--- src/rtl/iee_pkg.sv ---
// Package for the infix expression evaluator.
// Holds character codes, state and operator encodings, and the request type
// of the shared multiply/divide unit. No dependencies.
package iee_pkg;

	// Widths fixed by the stream fields
	localparam int CHAR_W = 8;
	localparam int OUT_W  = 32;

	// Character codes that the parser recognizes
	localparam logic [CHAR_W-1:0] CH_ZERO  = 8'h30;
	localparam logic [CHAR_W-1:0] CH_NINE  = 8'h39;
	localparam logic [CHAR_W-1:0] CH_SPACE = 8'h20;
	localparam logic [CHAR_W-1:0] CH_PLUS  = 8'h2B;
	localparam logic [CHAR_W-1:0] CH_MINUS = 8'h2D;
	localparam logic [CHAR_W-1:0] CH_STAR  = 8'h2A;
	localparam logic [CHAR_W-1:0] CH_SLASH = 8'h2F;

	// What an accepted character asks the sequencer to do
	typedef enum logic [2:0] {
		K_NONE,
		K_ADD,
		K_SUB,
		K_MUL,
		K_DIV
	} kind_t;

	// Pending additive operator
	typedef enum logic {
		AOP_ADD,
		AOP_SUB
	} add_op_t;

	// Pending multiplicative operator
	typedef enum logic [1:0] {
		MOP_NONE,
		MOP_MUL,
		MOP_DIV
	} mul_op_t;

	// Sequencer states
	typedef enum logic [2:0] {
		ST_IDLE,
		ST_NUM,
		ST_WAIT,
		ST_APPLY,
		ST_EMIT
	} state_t;

	// Operation of the shared unit
	typedef enum logic {
		MD_MUL,
		MD_DIV
	} md_op_t;

	// Request from the sequencer to the shared unit
	typedef struct packed {
		logic   start;
		md_op_t op;
	} md_req_t;

endpackage

--- src/rtl/iee_muldiv.sv ---
// Shared bit-serial unit: shift-add multiply and restoring unsigned divide.
// One operand bit per cycle. Depends on iee_pkg.
module iee_muldiv #(
	parameter int W = 32
) (
	input  logic               clk,
	input  logic               arst_n,
	input  iee_pkg::md_req_t   req,
	input  logic [W-1:0]       opa,
	input  logic [W-1:0]       opb,
	output logic               done,
	output logic [W-1:0]       result
);
	import iee_pkg::*;

	localparam int CW = $clog2(W);

	logic          run_q;
	logic          done_q;
	md_op_t        op_q;
	logic [CW-1:0] cnt_q;
	logic [W-1:0]  acc_q;
	logic [W-1:0]  a_q;
	logic [W-1:0]  b_q;

	logic [W:0]    shifted;
	logic          fits;

	// Divide step: bring in the next dividend bit and try a subtract.
	assign shifted = {acc_q, a_q[W-1]};
	assign fits    = shifted >= {1'b0, b_q};

	// Control: step the bit counter while running, then pulse done.
	always_ff @(posedge clk or negedge arst_n) begin
		if (!arst_n) begin
			run_q  <= 1'b0;
			done_q <= 1'b0;
			cnt_q  <= '0;
		end else begin
			done_q <= 1'b0;
			if (req.start) begin
				run_q <= 1'b1;
				cnt_q <= '0;
			end else if (run_q) begin
				cnt_q <= cnt_q + 1'b1;
				if (cnt_q == CW'(W - 1)) begin
					run_q  <= 1'b0;
					done_q <= 1'b1;
				end
			end
		end
	end

	// Datapath: accumulator/remainder, multiplicand/quotient, multiplier/divisor.
	always_ff @(posedge clk) begin
		if (req.start) begin
			op_q  <= req.op;
			acc_q <= '0;
			a_q   <= opa;
			b_q   <= opb;
		end else if (run_q) begin
			unique case (op_q)
				MD_MUL: begin
					acc_q <= acc_q + (b_q[0] ? a_q : '0);
					a_q   <= {a_q[W-2:0], 1'b0};
					b_q   <= {1'b0, b_q[W-1:1]};
				end
				MD_DIV: begin
					acc_q <= fits ? W'(shifted - {1'b0, b_q}) : shifted[W-1:0];
					a_q   <= {a_q[W-2:0], fits};
				end
				default: begin
					acc_q <= acc_q;
				end
			endcase
		end
	end

	assign done   = done_q;
	assign result = (op_q == MD_DIV) ? a_q : acc_q;

endmodule

--- src/rtl/infix_expression_evaluator.sv ---
// Top level of the infix expression evaluator: character parser, sequencer,
// running state and output register. Depends on iee_pkg and iee_muldiv.
//
//   Channel  Dir  Word                         Framing
//   s_axis   in   tdata = char_code (8 bits)   tlast = last_char
//   m_axis   out  tdata = value (32 bits)      tuser = error
//
// A digit, space or other character is taken in ST_IDLE. An operator closes the
// pending number through ST_NUM, ST_WAIT when the bit-serial unit multiplies or
// divides by a nonzero number, and ST_APPLY. The last character adds such a close,
// a second one if it is an operator, and then ST_EMIT loads the output register.
// Reset clears the sequencer state and the output valid; no clearing pass is needed.
// A result waits in the output register, and the next one stalls until it is taken.
module infix_expression_evaluator #(
	parameter int DATA_WIDTH = 32
) (
	input  logic                        clk,
	input  logic                        arst_n,
	input  logic                        s_axis_tvalid,
	output logic                        s_axis_tready,
	input  logic [iee_pkg::CHAR_W-1:0]  s_axis_tdata,  // [7:0] char_code
	input  logic                        s_axis_tlast,  // last_char
	output logic                        m_axis_tvalid,
	input  logic                        m_axis_tready,
	output logic [iee_pkg::OUT_W-1:0]   m_axis_tdata,  // [31:0] value
	output logic                        m_axis_tuser   // [0] error
);
	import iee_pkg::*;

	localparam int W = DATA_WIDTH;

	state_t        state_q, state_d;
	logic [W-1:0]  sum_q, sum_d;
	logic [W-1:0]  term_q, term_d;
	logic [W-1:0]  num_q, num_d;
	add_op_t       add_op_q, add_op_d;
	mul_op_t       mul_op_q, mul_op_d;
	logic          err_q, err_d;
	kind_t         kind_q, kind_d;
	logic          last_q, last_d;
	logic          fin_q, fin_d;
	logic          neg_q, neg_d;

	logic          out_valid_q;
	logic [OUT_W-1:0] out_value_q;
	logic          out_error_q;
	logic          load_out;

	md_req_t       md_req;
	logic [W-1:0]  md_a;
	logic [W-1:0]  md_b;
	logic          md_done;
	logic [W-1:0]  md_result;

	kind_t         char_kind;
	logic          is_digit;
	logic          is_space;
	logic [3:0]    digit;
	logic [W-1:0]  term_mag;
	logic [W-1:0]  num_mag;

	// Character classification.
	assign is_digit = (s_axis_tdata >= CH_ZERO) && (s_axis_tdata <= CH_NINE);
	assign is_space = (s_axis_tdata == CH_SPACE);
	assign digit    = 4'(s_axis_tdata - CH_ZERO);

	always_comb begin
		priority if (s_axis_tdata == CH_PLUS)  char_kind = K_ADD;
		else if (s_axis_tdata == CH_MINUS)     char_kind = K_SUB;
		else if (s_axis_tdata == CH_STAR)      char_kind = K_MUL;
		else if (s_axis_tdata == CH_SLASH)     char_kind = K_DIV;
		else                                   char_kind = K_NONE;
	end

	// Magnitudes for the signed divide.
	assign term_mag = term_q[W-1] ? W'(-term_q) : term_q;
	assign num_mag  = num_q[W-1] ? W'(-num_q) : num_q;

	// Shared multiply/divide unit.
	iee_muldiv #(
		.W(W)
	) u_muldiv (
		.clk    (clk),
		.arst_n (arst_n),
		.req    (md_req),
		.opa    (md_a),
		.opb    (md_b),
		.done   (md_done),
		.result (md_result)
	);

	// Sequencer: next state and datapath updates.
	always_comb begin
		state_d  = state_q;
		sum_d    = sum_q;
		term_d   = term_q;
		num_d    = num_q;
		add_op_d = add_op_q;
		mul_op_d = mul_op_q;
		err_d    = err_q;
		kind_d   = kind_q;
		last_d   = last_q;
		fin_d    = fin_q;
		neg_d    = neg_q;
		md_req   = '{start: 1'b0, op: MD_MUL};
		md_a     = term_q;
		md_b     = num_q;
		load_out = 1'b0;

		unique case (state_q)
			ST_IDLE: begin
				if (s_axis_tvalid) begin
					last_d = s_axis_tlast;
					if (is_digit) begin
						num_d = (num_q << 3) + (num_q << 1) + W'(digit);
					end else if (!is_space && char_kind == K_NONE) begin
						err_d = 1'b1;
					end
					if (char_kind != K_NONE) begin
						kind_d  = char_kind;
						fin_d   = 1'b0;
						state_d = ST_NUM;
					end else if (s_axis_tlast) begin
						kind_d  = K_ADD;
						fin_d   = 1'b1;
						state_d = ST_NUM;
					end
				end
			end

			// Close the number under the pending multiplicative operator.
			ST_NUM: begin
				unique case (mul_op_q)
					MOP_MUL: begin
						md_req  = '{start: 1'b1, op: MD_MUL};
						neg_d   = 1'b0;
						state_d = ST_WAIT;
					end
					MOP_DIV: begin
						if (num_q == '0) begin
							err_d   = 1'b1;
							term_d  = '0;
							num_d   = '0;
							state_d = ST_APPLY;
						end else begin
							md_req  = '{start: 1'b1, op: MD_DIV};
							md_a    = term_mag;
							md_b    = num_mag;
							neg_d   = term_q[W-1] ^ num_q[W-1];
							state_d = ST_WAIT;
						end
					end
					default: begin
						term_d  = num_q;
						num_d   = '0;
						state_d = ST_APPLY;
					end
				endcase
			end

			ST_WAIT: begin
				if (md_done) begin
					term_d  = neg_q ? W'(-md_result) : md_result;
					num_d   = '0;
					state_d = ST_APPLY;
				end
			end

			// Apply the operator itself, then decide whether to close the expression.
			ST_APPLY: begin
				unique case (kind_q)
					K_MUL: mul_op_d = MOP_MUL;
					K_DIV: mul_op_d = MOP_DIV;
					K_ADD, K_SUB: begin
						sum_d    = (add_op_q == AOP_SUB) ? sum_q - term_q : sum_q + term_q;
						term_d   = '0;
						mul_op_d = MOP_NONE;
						add_op_d = (kind_q == K_SUB) ? AOP_SUB : AOP_ADD;
					end
					default: begin
						mul_op_d = mul_op_q;
					end
				endcase
				if (fin_q) begin
					state_d = ST_EMIT;
				end else if (last_q) begin
					kind_d  = K_ADD;
					fin_d   = 1'b1;
					state_d = ST_NUM;
				end else begin
					state_d = ST_IDLE;
				end
			end

			// Hand the result to the output register and clear for the next expression.
			ST_EMIT: begin
				if (!out_valid_q || m_axis_tready) begin
					load_out = 1'b1;
					sum_d    = '0;
					term_d   = '0;
					num_d    = '0;
					add_op_d = AOP_ADD;
					mul_op_d = MOP_NONE;
					err_d    = 1'b0;
					last_d   = 1'b0;
					fin_d    = 1'b0;
					state_d  = ST_IDLE;
				end
			end

			default: begin
				state_d = ST_IDLE;
			end
		endcase
	end

	// State registers.
	always_ff @(posedge clk or negedge arst_n) begin
		if (!arst_n) begin
			state_q  <= ST_IDLE;
			sum_q    <= '0;
			term_q   <= '0;
			num_q    <= '0;
			add_op_q <= AOP_ADD;
			mul_op_q <= MOP_NONE;
			err_q    <= 1'b0;
			kind_q   <= K_NONE;
			last_q   <= 1'b0;
			fin_q    <= 1'b0;
			neg_q    <= 1'b0;
		end else begin
			state_q  <= state_d;
			sum_q    <= sum_d;
			term_q   <= term_d;
			num_q    <= num_d;
			add_op_q <= add_op_d;
			mul_op_q <= mul_op_d;
			err_q    <= err_d;
			kind_q   <= kind_d;
			last_q   <= last_d;
			fin_q    <= fin_d;
			neg_q    <= neg_d;
		end
	end

	// Output register valid.
	always_ff @(posedge clk or negedge arst_n) begin
		if (!arst_n) begin
			out_valid_q <= 1'b0;
		end else if (load_out) begin
			out_valid_q <= 1'b1;
		end else if (m_axis_tready) begin
			out_valid_q <= 1'b0;
		end
	end

	// Output register payload; the sum is sign extended or wrapped to the word.
	always_ff @(posedge clk) begin
		if (load_out) begin
			out_value_q <= err_q ? '0 : OUT_W'(signed'(sum_q));
			out_error_q <= err_q;
		end
	end

	assign s_axis_tready = (state_q == ST_IDLE);
	assign m_axis_tvalid = out_valid_q;
	assign m_axis_tdata  = out_value_q;
	assign m_axis_tuser  = out_error_q;

endmodule

--- config.mk ---
export PLATFORM = sky130hd
export DESIGN_NAME = infix_expression_evaluator
export DESIGN_NICKNAME = d
export VERILOG_FILES = /design/src/rtl/iee_pkg.sv /design/src/rtl/iee_muldiv.sv /design/src/rtl/infix_expression_evaluator.sv
export SDC_FILE = /design/constraint.sdc
export NUM_CORES = 1
export LEC_CHECK = 0
export BUFFER_PORTS_ARGS = -buffer_cell sky130_fd_sc_hd__buf_2
export CORE_ASPECT_RATIO = 1.25
export CORE_MARGIN = 5
export CORE_UTILIZATION = 43
export CTS_CLUSTER_DIAMETER = 60
export DETAILED_ROUTE_END_ITERATION = 6
export HOLD_SLACK_MARGIN = 0.1
export PLACE_DENSITY_LB_ADDON = 0.25
export RECOVER_POWER = 100
export SLEW_MARGIN = 20
export SYNTH_ARGS = -nofsm -noshare
export SYNTH_HDL_FRONTEND = slang
export SYNTH_SLANG_ARGS = --single-unit
--- constraint.sdc ---
create_clock -name clk -period 12.1 [get_ports clk]
set_input_delay 0.605 -clock clk [delete_from_list [all_inputs] [get_ports clk]]
set_output_delay 0.605 -clock clk [all_outputs]
set_load 0.02 [all_outputs]
==> metrics.md, run 1 <==
| Metric | Value |
|---|---|
| Port Buf Inserts | `47` |
| Clk pwr share | `14.1%` |
| Die X | `205 um` |
| CP startpoint kind | `flop` |
| Routability Congestion | `0.941` |
| Die height | `254 um` |
| Routed Antenna Nets | `0` |
| Syn avg cell area | `8.54 um2` |
| Num CTS Buffers | `31` |
| Worst path depth | `14` |
| Crit Reg-Reg Startpoint | `num_q[0]` |
| RSZ-0062 raised after global routing | `false` |
| Most common cell in the netlist | `nand2_1` |
| Comb pwr share | `60.4%` |
| P per Cell Area | `318 mW/mm2` |
| Skew final | `0.0183 ns` |
| Setup WS post-layout | `5.04 ns` |
| Pre-CTS setup slack | `6.96 ns` |
| Failing checks | `max-capacitance violations, max-slew violations` |
| Remaining DRCs | `0` |
| Register bit total from synthesis | `247` |
| CTS tree | `yes` |
| CP max FO | `72` |
| Routed wire per std cell | `21.2 um` |
| Utilization after layout | `46.9%` |
| Max Root-Sink Buffers | `3` |
| Fin crit period | `7.06 ns` |
| Count of final hold-check violations | `0` |
| Main synth FF type | `dfrtp_1` |
| First-pass GRT wire length | `99400 um` |
| Mapped Area | `0.0204 mm2` |
| Worst vdd ir | `0.150 mV` |
| CTS Hold Bufs | `1` |
| CTS HTree Levels | `1` |
| Final net count | `2565` |
| Final count of negative-setup-slack endpoints | `0` |
| Worst EP required | `12.58 ns` |
| Hold worst-path end | `num_q[0]` |
| Via count | `18100` |
| HP Start | `s_axis_tdata[0]` |
| Initial antenna violation count | `2` |
| Starting Density | `43.4%` |
| Psw | `0.00346 W` |
| Core Region | `0.0471 mm2` |
| Total wire length | `64700 um` |
| Unique masters post-synth | `94` |
| Crit. End Element | `flop` |
| Tcrit/Tclk final | `58.4%` |
| Internal power | `0.00355 W` |
| Reg2reg setup slack | `5.04 ns` |
| Die area | `0.0520 mm2` |
| Cell Rows | `89` |
| Largest cells by area after synthesis | `edfxtp_1 14%, dfrtp_1 14%, ha_1 9.9%` |
| Worst reg-to-reg path cell count | `14` |
| Worst slew margin | `-148%` |
| Slew @ Worst Pin | `3.72 ns` |
| Final Slew Violations | `540` |
| Net Sw Frac | `49.4%` |
| Worst r2r dst | `u_muldiv.acc_q[13]` |
| Inserted Diodes | `0` |
| GRT Resource Usage Total | `24.1%` |
| Seq/Total Area, Yosys | `31.9%` |
| Leak | `9.46 nW` |
| CP Class | `reg2reg` |
| Post-CTS Repair Setup Buffers | `0` |
| Worst-skew pair later-pin latency | `0.59 ns` |
| Synth area leader | `edfxtp_1` |
| DRT Pass-1 Iters | `5` |
| Root Buffer | `clkbuf_16` |
| Vias per cell | `5.93` |
| Number of global-route vias before repair | `17400` |
| IO Pins | `48` |
| DP HPWL | `49600 um` |
| Number of synthesis warnings | `0` |
| Max-Cap Viols | `11` |
| Worst Path Arrival | `7.55 ns` |
| Share of post-route cells with drive strength above 1 | `5.18%` |
| Synth async-reset ratio | `47.4%` |
| Synth top area share | `14.4%` |
| Critical-path cell list | `inv_1 -> ha_1 -> nor2b_1 -> and4_1 -> nand3_1 -> o41a_1 -> o21ai_0 -> or2_2 -> clkbuf_1 -> clkinv_1 -> clkbuf_1 -> nor2_1 -> o21ai_0 -> o22ai_1` |
| Worst hold path depth | `2` |
| Post-synth EDFFs | `98` |
| Buf+Inv Stages, Crit Path | `4` |
| Post-Syn Nets | `2572` |
| Hold Crit Class | `in2reg` |
| Clock Sinks | `247` |
| Sequential share of power | `25.5%` |
| Largest net degree at the start of global routing | `73` |
| DR iter-0 viols | `1401` |
| TNS Setup | `0 ns` |
| Status | `finished, violations left` |
| CP delay by family, top | `buffers and inverters` |
| Cells after synthesis | `2393` |
| Post-CTS Resized | `0` |
| Worst path slowest cell | `clkbuf_1` |
| Top cells by count, synth | `266 x nand2_1, 204 x o21ai_0, 184 x nor2_1, 161 x ha_1, 141 x a21oi_1` |
| Fmax | `142 MHz` |
| Clock Pin Slew Worst Setup and Hold Paths | `0.06 ns` |
| Global route total overflow | `0` |
| Critical Path Max Stage Delay | `1.45 ns` |
| Area growth from synthesis to layout | `8.05%` |
==> sequential cells by signal (all words and copies together) (netlist names), 2 cells and up <==
signal,flops
mul_op_q,2
u_muldiv.acc_q,32
u_muldiv.a_q,32
u_muldiv.cnt_q,5
num_q,32
term_q,32
sum_q,32
m_axis_tdata,32
u_muldiv.b_q,32
state_q,3
kind_q,3
==> layout make-up <==
class / count / area (um2)
Sequential cell: 247 / 6510
Fill cell: 4601 / 25000
Tap cell: 637 / 797
Timing Repair Buffer: 76 / 365
Inverter: 97 / 364
Clock buffer: 36 / 805
Multi-Input combinational cell: 1933 / 13000
Clock inverter: 22 / 272
==> through the flow <==
stage	cells	cell area (um2)	total power [W]	hold slack, ns
floorplan	2393	20400	0.00480	0.309
detailed placement	2989	21100	0.00599	0.451
CTS	3048	22200	0.00700	0.313
global placement	2989	21100	0.00592	0.444
global route	3048	22100	0.00754	0.331
finish	3048	22100	0.00702	0.335
==> worst max-delay path by stage <==
stage	startpoint	endpoint	slack [ns]
5_1_grt	num_q[0]	u_muldiv.acc_q[13]	4.44
2_1_floorplan	term_q[2]	sum_q[31]	7.85
6_report	num_q[0]	u_muldiv.acc_q[13]	5.04
3_5_place_dp	term_q[2]	sum_q[31]	6.96
3_3_place_gp	term_q[2]	sum_q[31]	7.07
4_1_cts	term_q[2]	sum_q[31]	6.92
==> per-layer routing <==
metal | wire length (um) | track usage [%]
met2 | 31900 | 42.2
met4 | 3660 | 11.2
met5 | 12 | 0
met3 | 3450 | 2.55
met1 | 25700 | 29.9
==> logic make-up (layout without fill, tap and decap cells) <==
family          after synthesis  count (layout)  synth area share, %
simple gates                790             790                 18.6
compound gates              703             703                 22.3
flops                       247             247                 31.9
xor+xnor                    213             213                 9.13
buf+inv                     213             231                 4.70
fa+ha+maj                   166             166                 10.3
mux                          61              61                 3.04
==> layout by cell type, fill, tap and decap left out, types with 30 or more instances in the layout <==
cell type,n
nor2b_1,46
a22oi_1,32
dfrtp_1,117
o31ai_1,33
and2_1,41
clkbuf_1,52
mux2i_1,53
edfxtp_1,98
nor3_1,61
xor2_1,81
a22o_1,30
dfxtp_1,32
nor2_1,185
a21oi_1,141
nand3_1,54
ha_1,161
o21ai_0,206
inv_1,94
clkbuf_16,31
xnor2_1,132
a21o_1,63
a31oi_1,31
nand2_1,266
==> power groups by stage <==
| stage | combinational [W] | sequential (W) | clock, W |
|---|---|---|---|
| final | 0.00424 | 0.00179 | 0.000990 |
| after detailed placement | 0.00421 | 0.00178 | 0 |
| after floorplan | 0.00327 | 0.00154 | 0 |
| after global placement | 0.00414 | 0.00178 | 0 |
| after CTS | 0.00423 | 0.00177 | 0.00100 |
| after global routing | 0.00468 | 0.00183 | 0.00103 |
Note: power is estimated with default switching activity, not from simulation.
==> run 2, diff against run 1 <==
clock period = 6 ns   (was 12.1 ns; I/O delays follow)
==> run 2 against run 1 <==
  * The run still ends with max-capacitance violations, max-slew violations left
  * Global-route usage down 1.1 points
  * Via count shrank 1.5%
  * Critical path depth grew 3
  * Clock power rose by 89%
  * Wire length down 5.3%
  * Flip-flop and latch count is the same
  * Register-to-register slack got worse by 4.5 ns
  * Count of clock-buffer cells in the layout grew 1
  * Utilization barely moved
==> metrics.md, run 2 (synthesized netlist as in run 1, its figures left out) <==
| Metric | Value |
|---|---|
| Status | `finished, violations left` |
| Failing checks | `max-capacitance violations, max-slew violations` |
| Skew final | `0.0240 ns` |
| CP Class | `reg2reg` |
| CP delay by family, top | `simple AND/OR/NAND/NOR gates` |
| Slew @ Worst Pin | `2.63 ns` |
| CTS HTree Levels | `1` |
| GRT Resource Usage Total | `23.0%` |
| Count of final hold-check violations | `0` |
| IO Pins | `48` |
| Final count of negative-setup-slack endpoints | `0` |
| Initial antenna violation count | `0` |
| First-pass GRT wire length | `96000 um` |
| Fin crit period | `5.47 ns` |
| Max Root-Sink Buffers | `3` |
| Pre-CTS setup slack | `0.945 ns` |
| Buf+Inv Stages, Crit Path | `1` |
| CP startpoint kind | `flop` |
| Starting Density | `43.4%` |
| Global route total overflow | `0` |
| CP max FO | `8` |
| Routed Antenna Nets | `0` |
| Die X | `205 um` |
| TNS Setup | `0 ns` |
| Via count | `17800` |
| Vias per cell | `5.84` |
| Core Region | `0.0471 mm2` |
| Pwr Total | `0.0138 W` |
| Reg2reg setup slack | `0.53 ns` |
| Worst vdd ir | `0.272 mV` |
| Crit. End Element | `flop` |
| Most common cell after layout, fill and taps aside | `nand2_1` |
| Cell Rows | `89` |
| Root Buffer | `clkbuf_16` |
| Port Buf Inserts | `47` |
| Num CTS Buffers | `29` |
| Share of post-route cells with drive strength above 1 | `5.27%` |
| Most frequent cells in the layout | `266 x nand2_1, 206 x o21ai_0, 184 x nor2_1` |
| DR iter-0 viols | `1177` |
| Remaining DRCs | `0` |
| Leak | `9.46 nW` |
| Total wire length | `61200 um` |
| Area growth from synthesis to layout | `7.96%` |
| Worst path slowest cell | `nor3_1` |
| Worst-skew pair later-pin latency | `0.60 ns` |
| CTS tree | `yes` |
| Die area | `0.0520 mm2` |
| Number of global-route vias before repair | `17400` |
| Routed wire per std cell | `20.1 um` |
| Routability Congestion | `0.955` |
| Critical Path Max Stage Delay | `0.76 ns` |
| Hold Crit Class | `in2reg` |
| DP HPWL | `47100 um` |
| Fmax | `183 MHz` |
| Clock Pin Slew Worst Setup and Hold Paths | `0.06 ns` |
| RSZ-0062 raised after global routing | `false` |
| Worst slew margin | `-75.1%` |
| Inserted Diodes | `0` |
| DRT Pass-1 Iters | `5` |
| Clock Sinks | `247` |
| Final Slew Violations | `386` |
| Worst EP required | `6.47 ns` |
| Largest net degree at the start of global routing | `73` |
| Final net count | `2566` |
| Critical-path cell list | `or3_1 -> nor4b_2 -> clkbuf_1 -> nand2_1 -> nor3_1 -> a21oi_1 -> xnor2_1 -> ha_1 -> o211ai_1 -> nor2_1 -> a21oi_1 -> o31ai_1 -> nor4b_1 -> o31ai_1 -> a211oi_1 -> mux2i_1 -> o211ai_1` |
| Max-Cap Viols | `7` |
| Worst Path Arrival | `5.94 ns` |
| Die height | `254 um` |
| Setup WS post-layout | `0.530 ns` |
| P per Cell Area | `625 mW/mm2` |
| Tcrit/Tclk final | `91.2%` |
[run 2: changes by cell type in the layout (fill, tap and decap cells not counted), sizes merged]
cell,delta
buf,-1
bufinv,-2
clkinv,-2
clkinvlp,-1
dlygate4sd3,+5
[run 2: per-stage QoR]
| stage | util, % | hold slack [ns] | area (um2) | instances |
|---|---|---|---|---|
| final | 46.8 | 0.148 | 22100 | 3047 |
| after global routing | 46.8 | 0.183 | 22100 | 3047 |
| after CTS | 47.1 | 0.124 | 22200 | 3047 |
| after detailed placement | 44.8 | 0.363 | 21100 | 2987 |
| after global placement | 44.8 | 0.363 | 21100 | 2987 |
| after floorplan | - | 0.00441 | 20400 | 2393 |
[run 2: tightest hold or removal path, delay by kind of cell]
kind / cells / cell delay (ns)
simple gates: 2 / 0.21
buf+inv: 1 / 0.13
compound gates: 1 / 0.06
[run 2: timing repair]
item	4_1_cts	5_1_grt
setup buffers	0	0
endpoints found under the hold margin	51	0
hold buffers	6	0
gates resized for setup	0	0
[run 2: final timing paths]
path	startpoint	endpoint	cells past startpoint
min reg2reg	sum_q[12]	sum_q[12]	2
min in group asynchronous	arst_n	sum_q[0]	2
max	term_q[2]	sum_q[30]	17
max in group asynchronous	arst_n	num_q[24]	3
max reg2reg	term_q[2]	sum_q[30]	17
min	s_axis_tdata[2]	kind_q[2]	4
[run 2: cell type report]
cell class / count / area (um2)
fillers: 4559 / 25000
multi-input cells: 1933 / 13000
flip-flops and latches: 247 / 6510
clock buffers: 37 / 817
well taps: 637 / 797
repair buffers: 79 / 408
inverters: 97 / 364
clock inverters: 17 / 190
[run 2: metal layers]
metal  vias to the layer above  global-route usage (%)  part of all wire [%]
met4                         0                    12.2                   5.8
met3                       158                    1.81                   3.6
met1                      8482                    27.9                    41
met2                       472                    40.7                    49
li1                       8673                       -                     -
met5                         -                       0                     0
[run 2: report_power, final]
part	switching, W	total [W]	internal, W
clock network	0.000770	0.00187	0.00110
registers	0.00104	0.00360	0.00256
logic	0.00491	0.00832	0.00341
